## src/hw/rtl/wsts_pkg.sv

```systemverilog
// ----------------------------------------------------------------------------
// Work-stealing scheduler package
// Shared types and constants for the scheduler front end and back end.
// ----------------------------------------------------------------------------
package wsts_pkg;

	localparam int MAX_WORKERS = 8;
	localparam logic [31:0] RNG_SEED = 32'h9E3779B9;
	localparam logic [31:0] RNG_MUL = 32'd2654435761;
	localparam logic [15:0] PENDING_MAX = 16'hFFFF;

	typedef enum logic [1:0] {
		REQ_SUBMIT = 2'd0,
		REQ_FETCH = 2'd1,
		REQ_DONE = 2'd2,
		REQ_NONE = 2'd3
	} req_t;

	typedef enum logic [2:0] {
		ST_OK = 3'd0,
		ST_NO_TASK = 3'd1,
		ST_REJECTED = 3'd2,
		ST_NULL = 3'd3,
		ST_FULL = 3'd4
	} status_t;

	typedef enum logic [1:0] {
		SRC_OWN = 2'd0,
		SRC_FIFO = 2'd1,
		SRC_STEAL = 2'd2
	} source_t;

	typedef enum logic [0:0] {
		CFG_WORKER_COUNT = 1'd0,
		CFG_ACCEPTING = 1'd1
	} cfg_idx_t;

	typedef enum logic [3:0] {
		BK_IDLE,
		BK_DECIDE,
		BK_RNG,
		BK_MOD,
		BK_SCAN,
		BK_READ,
		BK_WAIT,
		BK_OUT
	} bk_state_t;

endpackage

```

## src/hw/rtl/wsts_front.sv

```systemverilog
// ----------------------------------------------------------------------------
// Scheduler front end
// Accepts requests, clamps the worker count, flags own-worker requests and holds a two-entry queue.
// ----------------------------------------------------------------------------
module wsts_front
	import wsts_pkg::*;
#(
	parameter int TASK_WIDTH = 32
) (
	input logic clk,
	input logic arst_n,
	input logic in_valid,
	output logic in_ready,
	input logic [1:0] in_req_type,
	input logic [2:0] in_worker,
	input logic in_on_worker,
	input logic in_in_task,
	input logic [TASK_WIDTH-1:0] in_task_in,
	input logic [3:0] n_workers,
	output logic q_valid,
	input logic q_ready,
	output logic [1:0] q_req_type,
	output logic [2:0] q_worker,
	output logic q_own,
	output logic q_on_worker,
	output logic q_in_task,
	output logic [TASK_WIDTH-1:0] q_task
);
	localparam int EW = 3 + 1 + 1 + 1 + 2 + TASK_WIDTH;

	logic [EW-1:0] mem_q [2];
	logic wr_q, rd_q;
	logic [1:0] cnt_q;
	logic own;
	logic [3:0] n_eff;
	logic [EW-1:0] rd;

	assign n_eff = (n_workers == 4'd0) ? 4'd1 :
		((32'(n_workers) > MAX_WORKERS) ? 4'(MAX_WORKERS) : n_workers);
	assign own = in_on_worker && ({1'b0, in_worker} < n_eff);
	assign in_ready = cnt_q != 2'd2;
	assign q_valid = cnt_q != 2'd0;
	assign rd = mem_q[rd_q];
	assign {q_req_type, q_worker, q_own, q_on_worker, q_in_task, q_task} = rd;

	always_ff @(posedge clk) begin
		if (in_valid && in_ready) begin
			mem_q[wr_q] <= {in_req_type, in_worker, own, in_on_worker, in_in_task,
				in_task_in};
		end
	end

	always_ff @(posedge clk or negedge arst_n) begin
		if (!arst_n) begin
			wr_q <= 1'b0;
			rd_q <= 1'b0;
			cnt_q <= 2'd0;
		end else begin
			if (in_valid && in_ready) wr_q <= ~wr_q;
			if (q_valid && q_ready) rd_q <= ~rd_q;
			cnt_q <= cnt_q + 2'(in_valid && in_ready) - 2'(q_valid && q_ready);
		end
	end
endmodule

```

## config.mk

```make
export PLATFORM = sky130hd
export DESIGN_NAME = wsts_front
export DESIGN_NICKNAME = d
export VERILOG_FILES = /design/src/hw/rtl/wsts_pkg.sv /design/src/hw/rtl/wsts_front.sv
export SDC_FILE = /design/constraint.sdc
export NUM_CORES = 1
export LEC_CHECK = 0
export BUFFER_PORTS_ARGS = -buffer_cell sky130_fd_sc_hd__buf_2
export CORE_UTILIZATION = 49
export CTS_BUF_LIST = sky130_fd_sc_hd__clkbuf_4 sky130_fd_sc_hd__clkbuf_8 sky130_fd_sc_hd__clkbuf_16
export DETAILED_ROUTE_END_ITERATION = 6
export GPL_ROUTABILITY_DRIVEN = 0
export HOLD_SLACK_MARGIN = 0.08
export PLACE_DENSITY = 0.82
export SETUP_SLACK_MARGIN = 0.15
export SLEW_MARGIN = 20
export SYNTH_ARGS = -nofsm -noshare
export SYNTH_HDL_FRONTEND = slang
export SYNTH_SLANG_ARGS = --single-unit
```

## constraint.sdc

```tcl
create_clock -name clk -period 6.8 [get_ports clk]
set_input_delay 0.34 -clock clk [delete_from_list [all_inputs] [get_ports clk]]
set_output_delay 0.34 -clock clk [all_outputs]
set_load 0.005 [all_outputs]
```

==> run summary, run 1 <==
Worst EP required: 6460 ps
Avg WL per Cell: 15.7 um
RSZ-0062 raised after global routing: no
# setup viols final: 0
Clock Path Buffers: 2
Initial Util: 0.522
clk slew on worst S/H paths: 80 ps
TritonRoute pass-1 iters: 4
number of flops mapped to enable cells by yosys: 80
Setup WS pre-CTS: 4800 ps
largest net degree at the start of global routing: 42
combined area of the multi-input logic cells: 626 um2
setup TNS: 0 ps
Ports: 89
Sw Share: 0.274
Final Instance Count excl. Fillers: 330
initial antenna violation count: 0
Final HPWL DP: 3.32 mm
Port Buffer Count: 88
Seq pwr share: 0.515
Mapped Nets: 205
TritonCTS clock tree: done
# rows: 28
worst clock skew: 5.59 ps
Final Hold Fails: 0
register area: 2500 um2
clock power share: 0.220
placed cells: 312
outcome: complete, no violations
leak pwr: 1.49 nW
Yosys top cell area share: 0.755
Starting DRT DRC Count: 127
layout cells sized above 1: 0.573
Critical Path Start Type: flip-flop
Max stage delay cell, worst path: dfrtp_2
Worst EP arrival: 1900 ps
#FFs+latches synth: 84
Fill cells: 447
crit end category: output port
Pwr Density: 393 nW/um2
core area: 6100 um2
Max H-tree Level: 3
final worst-path cycle share: 0.329
Setup Fix Bufs, Post-CTS: 0
Cell Area, Synth: 3180 um2
placed cell area: 3670 um2
first-pass GRT wire length: 7.81 mm
Mapped Cells: 154
NumNets Final: 301
drt total wl: 5.17 mm
Setup WS post-layout: 4560 ps
DRC: 0
logic gate share of total power: 0.266
Post-synth top flop: edfxtp_1
Worst Setup Path Type: reg -> out
Final Cell Area: 3890 um2
CP Max Fanout: 41
Slew headroom: 0.360
Distinct cells, synth: 20
Antenna Violating Nets Remaining: 0
die height: 82.6 um
Psw: 419 uW
grt ovf: 0
Yosys top cell by area: edfxtp_1
number of global-route vias before repair: 1,619
clk_lat worst skew: 350 ps
Slew Viols, Final: 0
Ys Warns: 0
TritonCTS Buffers: 9
Max Clock Freq: 0.447 GHz
Total Routing Usage GR: 0.164
final core occ: 0.638
Internal: 1.11 mW
Synth area leaders: edfxtp_1 (76%), mux2_2 (13%), dfrtp_1 (3.1%), ha_1 (1.6%), buf_6 (1.4%)
sequential area share after synthesis: 0.787
worst vdd ir: 0.000293 V
Vias: 1,654
overall power: 1.53 mW
syn_area_per_cell: 20.7 um2
Hold Crit Class: in -> reg
Worst-Margin Slew: 960 ps
Clock Tree Root: clkbuf_8
Die Width: 82.6 um
ant diodes: 0
CP Cell Sequence: mux2_2, buf_2
vias per cell: 5.01
Sink Count: 84
Die ar.: 6820 um2
Area Overhead vs Synth: 22.3%
async set or reset register ratio after synthesis: 0.0476
CP peak stage delay: 990 ps
max-cap violations: 0
min Tclk post-route: 2240 ps
hold_ws: 177 ps
==> critical path, delay by kind of cell, from the launching register on <==
| family | cells | cell delay, ps |
|---|---|---|
| buf+inv | 1 | 130 |
| flops | 1 | 990 |
| mux | 1 | 430 |
==> sequential cells by signal, indices dropped and copies added (netlist names) <==
register,flops
cnt_q,2
mem_q,80
rd_q,1
wr_q,1
==> cell type report <==
cell class              count  share of cell area
clock buffers              10              0.0338
clock inverters             6              0.0141
inverters                   3             0.00289
multi-input cells          62               0.161
flip-flops and latches     84               0.643
well taps                  75              0.0241
repair buffers             90               0.121
==> routing by layer <==
metal | wire, um | vias up | global-route usage
met5 | 0 | - | 0
met3 | 422 | 6 | 0.0714
met1 | 2240 | 789 | 0.213
met4 | 48 | 0 | 0.0569
met2 | 2460 | 71 | 0.248
li1 | - | 788 | -
==> cell families (layout without fill, tap and decap cells) <==
logic type | after synthesis | count (layout) | synth area share
multiplexers | 40 | 40 | 0.144
AO/OA/AOI/OAI | 4 | 4 | 0.00669
flip-flops | 84 | 84 | 0.787
buffers and inverters | 8 | 109 | 0.0193
AND/OR/NAND/NOR | 10 | 10 | 0.0165
adder cells (fa/ha/maj) | 4 | 4 | 0.0157
XOR/XNOR | 4 | 4 | 0.0110
==> timing repair <==
item                      4_1_cts  5_1_grt
hold endpoints to repair        4        0
hold buffers                    1        0
resized for setup               0        0
==> power groups by stage <==
stage	logic [mW]	clock network (mW)	registers (mW)
floorplan	0.303	0	0.744
global placement	0.399	0	0.795
detailed placement	0.403	0	0.803
CTS	0.407	0.342	0.793
global route	0.448	0.363	0.804
finish	0.406	0.336	0.787
==> cell usage after synthesis, types with 2 or more instances <==
| cell type | instances |
|---|---|
| buf_6 | 4 |
| dfrtp_1 | 4 |
| xnor2_1 | 3 |
| nand2_1 | 3 |
| inv_1 | 3 |
| mux2_2 | 37 |
| ha_1 | 4 |
| nor2_1 | 2 |
| o21ai_0 | 2 |
| edfxtp_1 | 80 |
| mux2_4 | 2 |
| nand2b_1 | 2 |
==> final timing paths <==
| kind | depth (start not counted) | startpoint | endpoint | slack (ps) |
|---|---|---|---|---|
| worst max-delay path | 2 | rd_q | q_task[10] | 4560 |
| max in group asynchronous | 2 | arst_n | rd_q | 6350 |
| worst min register to register | 1 | cnt_q[0] | cnt_q[0] | 520 |
| min in group asynchronous | 2 | arst_n | cnt_q[1] | 320 |
| worst min-delay path | 1 | in_task_in[24] | mem_q[0][24] | 180 |
| worst max register to register | 2 | cnt_q[1] | mem_q[1][8] | 5030 |
==> placed cells by master (no fill, tap or decap), drive strengths merged <==
cell type / synthesis / final
a31oi: 1 / 1
clkinvlp: 0 / 1
nor2: 2 / 2
ha: 4 / 4
edfxtp: 80 / 80
and3: 1 / 1
inv: 3 / 3
nand2b: 2 / 2
xnor2: 3 / 3
o21ai: 2 / 2
dfrtp: 4 / 4
nand2: 3 / 3
and2: 1 / 1
mux2: 40 / 40
clkinv: 0 / 4
a21oi: 1 / 1
dlygate4sd3: 0 / 1
clkbuf: 0 / 10
bufinv: 0 / 1
or2: 1 / 1
buf: 5 / 89
xor2: 1 / 1
No activity file was read; power rests on OpenSTA's default activity.
==> run 2, diff against run 1 <==
Settings changed: ABC_AREA set to 1, PLACE_DENSITY 0.82 to 0.81.
Clock period 6.8 ns to 2.2 ns, I/O delays scaled along.
==> run summary, run 2 <==
Slew Viols, Final: 0 (unchanged)
number of flops mapped to enable cells by yosys: 80 (unchanged)
final core occ: 0.688 (was 0.638)
Reg2Reg Depth: 9 (was 2)
overall power: 5.03 mW (was 1.53 mW)
Sink Count: 84 (unchanged)
most frequent cells in the layout: nand2_1 (119), buf_2 (88), edfxtp_1 (80), dlygate4sd3_1 (42), nand2_2 (12) (was buf_2 (88), edfxtp_1 (80), mux2_2 (37), clkbuf_8 (9), ha_1 (4))
Cell Area, Synth: 3270 um2 (was 3180 um2)
Pwr Density: 1140 nW/um2 (was 393 nW/um2)
Critical Path Start Type: flip-flop (unchanged)
TritonCTS Buffers: 9 (unchanged)
grt ovf: 0 (unchanged)
setup TNS: 0 ps (unchanged)
Max stage delay cell, worst path: dfrtp_2 (unchanged)
ant diodes: 0 (unchanged)
# setup viols final: 0 (unchanged)
vias per cell: 4.69 (was 5.01)
Port Buffer Count: 88 (unchanged)
Mapped Cells: 249 (was 154)
CP Cell Sequence: buf_4, nand2_1, nand2_1, buf_2 (was mux2_2, buf_2)
Final HPWL DP: 3.70 mm (was 3.32 mm)
TritonCTS clock tree: done (unchanged)
Vias: 2,194 (was 1,654)
Setup Fix Bufs, Post-CTS: 0 (unchanged)
Synth area leaders: edfxtp_1 (73%), nand2_1 (14%), dfrtp_1 (3.1%), nand2_2 (2.3%), ha_1 (1.5%) (was edfxtp_1 (76%), mux2_2 (13%), dfrtp_1 (3.1%), ha_1 (1.6%), buf_6 (1.4%))
DRC: 0 (unchanged)
Yosys top cell area share: 0.734 (was 0.755)
Worst EP required: 2090 ps (was 6460 ps)
register bank with the most flops: mem_q (unchanged)
# rows: 29 (was 28)
syn_area_per_cell: 13.2 um2 (was 20.7 um2)
Final Cell Area: 4390 um2 (was 3890 um2)
first-pass GRT wire length: 9.75 mm (was 7.81 mm)
Worst-Margin Slew: 539 ps (was 960 ps)
Starting DRT DRC Count: 74 (was 127)
die height: 83.7 um (was 82.6 um)
final worst-path cycle share: 0.780
Worst R2R End: cnt_q[1] (was mem_q[1][8])
most common library cells after synthesis: nand2_1 (119), edfxtp_1 (80), nand2_2 (12), inv_1 (10) (was edfxtp_1 (80), mux2_2 (37), buf_6 (4), dfrtp_1 (4), ha_1 (4))
Ports: 89 (unchanged)
leak pwr: 1.95 nW (was 1.49 nW)
initial antenna violation count: 0 (unchanged)
Yosys top cell by area: edfxtp_1 (unchanged)
max-cap violations: 0 (unchanged)
worst clock skew: 9.61 ps (was 5.59 ps)
largest net degree at the start of global routing: 42 (unchanged)
Antenna Violating Nets Remaining: 0 (unchanged)
Avg WL per Cell: 13.2 um (was 15.7 um)
Mapped Nets: 300 (was 205)
Crit Reg-Reg Startpoint: cnt_q[0] (was cnt_q[1])
most common cell after layout, fill and taps aside: nand2_1 (was buf_2)
drt total wl: 6.17 mm (was 5.17 mm)
layout cells sized above 1: 0.320 (was 0.573)
Distinct cells, synth: 15 (was 20)
Worst Setup Path Type: reg -> out (unchanged)
Hold Crit Class: in -> async (was in -> reg)
Max H-tree Level: 3 (unchanged)
Area Overhead vs Synth: 34.2% (was 22.3%)
Reg2Reg Setup Slack: 530 ps (was 5030 ps)
async set or reset register ratio after synthesis: 0.0476 (unchanged)
most common cell in the synthesized netlist: nand2_1 (was edfxtp_1)
Die ar.: 7010 um2 (was 6820 um2)
crit end category: output port (unchanged)
CP peak stage delay: 710 ps (was 990 ps)
Max Clock Freq: 0.583 GHz
Clock Tree Root: clkbuf_8 (unchanged)
placed cell area: 3770 um2 (was 3670 um2)
clk slew on worst S/H paths: 70 ps (was 80 ps)
Total Routing Usage GR: 0.184 (was 0.164)
Ys Warns: 0 (unchanged)
Die Width: 83.7 um (was 82.6 um)
worst vdd ir: 0.000683 V (was 0.000293 V)
Final Hold Fails: 0 (unchanged)
number of global-route vias before repair: 2,177 (was 1,619)
min Tclk post-route: 1720 ps
Clock Path Buffers: 2 (unchanged)
RSZ-0062 raised after global routing: no (unchanged)
NumNets Final: 437 (was 301)
Fill cells: 435 (was 447)
Initial Util: 0.513 (was 0.522)
crit-path most repeated cell: nand2_1
CP Max Fanout: 26 (was 41)
Post-synth top flop: edfxtp_1 (unchanged)
max reg flops: 80 (unchanged)
#FFs+latches synth: 84 (unchanged)
Regs by FF count: mem_q (80), cnt_q (2) (unchanged)
TritonRoute pass-1 iters: 4 (unchanged)
outcome: complete, no violations (unchanged)
clk_lat worst skew: 340 ps (was 350 ps)
Slew headroom: 0.641 (was 0.360)
Worst EP arrival: 1610 ps (was 1900 ps)
core area: 6390 um2 (was 6100 um2)
sequential area share after synthesis: 0.764 (was 0.787)
-- run 2: cell count changes after synthesis, sizes merged, moves of 2 or more --
| cell | before | now |
|---|---|---|
| inv | 3 | 11 |
| mux2 | 40 | 0 |
| nand2b | 2 | 0 |
| buf | 5 | 9 |
| xnor2 | 3 | 1 |
| nor2 | 2 | 4 |
| nand2 | 3 | 131 |
-- run 2: timing repair --
action,in CTS,in global routing
hold buffers,42,0
hold endpoints to repair,84,0
resized for setup,0,0
-- run 2: power breakdown --
group	total [mW]	switching, mW	internal [mW]
combinational	1.55	0.924	0.631
clock	1.10	0.493	0.606
sequential	2.37	0.186	2.19
total	5.03	1.60	3.42
-- run 2: cells by family after synthesis --
logic type	Yosys count	synth area share
compound gates	3	0.00458
xor+xnor	3	0.00803
fa+ha+maj	4	0.0153
buf+inv	20	0.0439
flops	84	0.764
simple gates	135	0.164
-- run 2: worst max-delay path, delay by kind of cell, from the launching register on --
family	cells	cell delay, ps
buf+inv	2	420
flops	1	710
simple gates	2	140
-- run 2: per-layer routing --
layer  global-route usage  vias up  routed length, um
met5                    0        -                  0
met1                0.202     1025               2540
met2                0.342       63               3310
met4               0.0817        0                 85
li1                     -     1096                  -
met3               0.0386       10                232
-- run 2: final cells by class --
type / count / area, um2 / share of cell area
clock buffers: 14 / 168 / 0.0382
repair buffers: 135 / 898 / 0.205
multi-input cells: 145 / 643 / 0.146
well taps: 77 / 96.3 / 0.0219
clock inverters: 2 / 35.0 / 0.00797
flip-flops and latches: 84 / 2500 / 0.570
inverters: 11 / 48.8 / 0.0111
-- run 2: worst max-delay path by stage --
stage                         from     endpoint  slack [ps]  depth (start not counted)
after global routing          rd_q   q_task[12]         340                          4
after CTS                     rd_q    q_task[0]         430                          4
after floorplan           cnt_q[1]  mem_q[1][0]         190                          3
after detailed placement  cnt_q[1]     cnt_q[1]         560                          9
after global placement    cnt_q[1]     cnt_q[1]         700                          9
final                         rd_q    q_task[0]         480                          4
-- run 2: stage by stage --
| stage | worst slack [ps] | hold slack, ps | std cells |
|---|---|---|---|
| 6_report | 484 | 110 | 468 |
| 5_1_grt | 336 | 115 | 468 |
| 4_1_cts | 426 | 86.4 | 468 |
| 3_5_place_dp | 560 | -75.0 | 410 |
| 3_3_place_gp | 703 | -79.3 | 410 |
| 2_1_floorplan | 188 | -186 | 249 |
==> run 3, diff against run 2 <==
Clock period 2.2 ns to 1.8 ns, I/O delays scaled along.
==> run summary, run 3 (synthesis results as in run 2) <==
layout cells sized above 1: 0.341 (was 0.320)
Slew Viols, Final: 0 (unchanged)
most frequent cells in the layout: nand2_1 (117), buf_2 (88), edfxtp_1 (80), dlygate4sd3_1 (44), nand2_2 (14) (was nand2_1 (119), buf_2 (88), edfxtp_1 (80), dlygate4sd3_1 (42), nand2_2 (12))
Crit Reg-Reg Startpoint: cnt_q[1] (was cnt_q[0])
Internal: 4.19 mW (was 3.42 mW)
vias per cell: 4.69 (about the same)
Max H-tree Level: 3 (unchanged)
number of global-route vias before repair: 2,319 (was 2,177)
most common cell after layout, fill and taps aside: nand2_1 (unchanged)
Worst-Margin Slew: 283 ps (was 539 ps)
worst vdd ir: 0.000789 V (was 0.000683 V)
TritonRoute pass-1 iters: 4 (unchanged)
Ports: 89 (unchanged)
Worst EP required: 2040 ps (was 2090 ps)
Pwr Density: 1390 nW/um2 (was 1140 nW/um2)
Max Clock Freq: 0.630 GHz
Critical Path Start Type: flip-flop (unchanged)
Die ar.: 7010 um2 (unchanged)
die height: 83.7 um (unchanged)
core area: 6390 um2 (unchanged)
Max stage delay cell, worst path: dfrtp_1 (was dfrtp_2)
hold path start: n_workers[3]
leak pwr: 1.96 nW (was 1.95 nW)
initial antenna violation count: 0 (unchanged)
CP Cell Sequence: nand2_2, nand2_2, ha_4, inv_2, ha_4, xnor2_2, xor2_1 (was buf_4, nand2_1, nand2_1, buf_2)
Initial Util: 0.513 (unchanged)
Crit path depth: 7 (was 4)
CP peak stage delay: 410 ps (was 710 ps)
max reg flops: 80 (unchanged)
Clock Path Buffers: 2 (unchanged)
drt total wl: 6.21 mm (was 6.17 mm)
Clock Tree Root: clkbuf_8 (unchanged)
Antenna Violating Nets Remaining: 0 (unchanged)
uppermost layer routed: met4 (unchanged)
# setup viols final: 0 (unchanged)
overall power: 6.21 mW (was 5.03 mW)
Area Overhead vs Synth: 36.5% (was 34.2%)
Hold Crit Class: in -> reg (was in -> async)
Die Width: 83.7 um (unchanged)
met2 WL: 3.36 mm (was 3.31 mm)
setup TNS: 0 ps (unchanged)
Fill cells: 458 (was 435)
WHS Path Cells: 3
Seq pwr share: 0.457 (was 0.472)
min Tclk post-route: 1590 ps
Slew headroom: 0.812 (was 0.641)
critical path launch point: cnt_q[1] (was rd_q)
ant diodes: 0 (unchanged)
first-pass GRT wire length: 10.2 mm (was 9.75 mm)
TritonCTS Buffers: 9 (unchanged)
Psw: 2.02 mW (was 1.60 mW)
grt ovf: 0 (unchanged)
# rows: 29 (unchanged)
Sw Share: 0.326 (was 0.319)
final worst-path cycle share: 0.882
TritonCTS clock tree: done (unchanged)
largest net degree at the start of global routing: 42 (unchanged)
Starting DRT DRC Count: 125 (was 74)
clk slew on worst S/H paths: 80 ps (was 70 ps)
logic gate share of total power: 0.341 (was 0.309)
combined area of the multi-input logic cells: 681 um2 (was 643 um2)
RSZ-0062 raised after global routing: yes (was no)
Crit path buffers/inverters: 1 (was 2)
register area: 2510 um2 (was 2500 um2)
Worst EP arrival: 1830 ps (was 1610 ps)
max-cap violations: 0 (unchanged)
Avg WL per Cell: 13.1 um (was 13.2 um)
cell family with most CP delay: adder cells (was flip-flops)
crit end category: flip-flop (was output port)
Final HPWL DP: 3.61 mm (was 3.70 mm)
Port Buffer Count: 88 (unchanged)
met3 WL: 282 um (was 232 um)
clk_lat worst skew: 330 ps (was 340 ps)
Vias: 2,218 (was 2,194)
CP Max Fanout: 3 (was 26)
Sink Count: 84 (unchanged)
NumNets Final: 442 (was 437)
WL met1: 2.41 mm (was 2.54 mm)
outcome: complete, no violations (unchanged)
Regs by FF count: mem_q (80), cnt_q (2) (unchanged)
clock power share: 0.202 (was 0.219)
register bank with the most flops: mem_q (unchanged)
Worst Setup Path Type: reg -> reg (was reg -> out)
Total Routing Usage GR: 0.191 (was 0.184)
DRC: 0 (unchanged)
worst clock skew: 7.68 ps (was 9.61 ps)
Reg2Reg Depth: 7 (was 9)
Final Hold Fails: 0 (unchanged)
[run 3: final cells by class]
class	count	area share
repair buffers	140	0.211
multi-input cells	145	0.152
flip-flops and latches	84	0.561
well taps	77	0.0216
inverters	11	0.0120
clock buffers	10	0.0294
clock inverters	6	0.0123
[run 3: worst paths after layout]
kind / to / slack (ps)
max in group asynchronous: rd_q / 430
worst min-delay path: mem_q[1][34] / 200
worst min register to register: wr_q / 590
worst max register to register: cnt_q[1] / 210
worst max-delay path: cnt_q[1] / 210
min in group asynchronous: cnt_q[0] / 640
[run 3: repair_timing]
| item | in CTS | in global routing |
|---|---|---|
| setup endpoints to repair | 28 | 26 |
| gates resized for setup | 3 | 10 |
| endpoints found under the hold margin | 84 | 0 |
| setup buffers | 0 | 3 |
| pin swaps | 1 | 4 |
| hold buffers | 44 | 0 |
[run 3: worst register-to-register path, stage by stage (launching register included)]
cell	delay, ps
dfrtp_1	410
nand2_2	110
nand2_2	130
ha_4	290
inv_2	40
ha_4	150
xnor2_2	170
xor2_1	200
[run 3: metal layers]
layer	track usage	vias to the layer above
li1	-	1104
met1	0.199	1024
met2	0.356	72
met3	0.0465	18
met4	0.0955	0
met5	0	-
[run 3: power groups by stage]
stage	sequential [mW]	combinational (mW)	clock, mW
global placement	2.88	1.82	0
global route	2.89	2.38	1.37
CTS	2.87	2.00	1.28
detailed placement	2.91	1.90	0
floorplan	2.81	1.30	0
finish	2.84	2.12	1.25
[run 3: per-stage QoR]
step / setup slack [ps] / util / hold WS [ps] / cell area, um2 / std cells
after global routing: 118 / 0.700 / 219 / 4470 / 473
after CTS: 162 / 0.690 / 169 / 4410 / 470
after floorplan: 219 / - / -206 / 3290 / 249
final: 212 / 0.700 / 197 / 4470 / 473
after global placement: 303 / 0.590 / -96.3 / 3770 / 410
after detailed placement: 129 / 0.590 / -92.9 / 3770 / 410
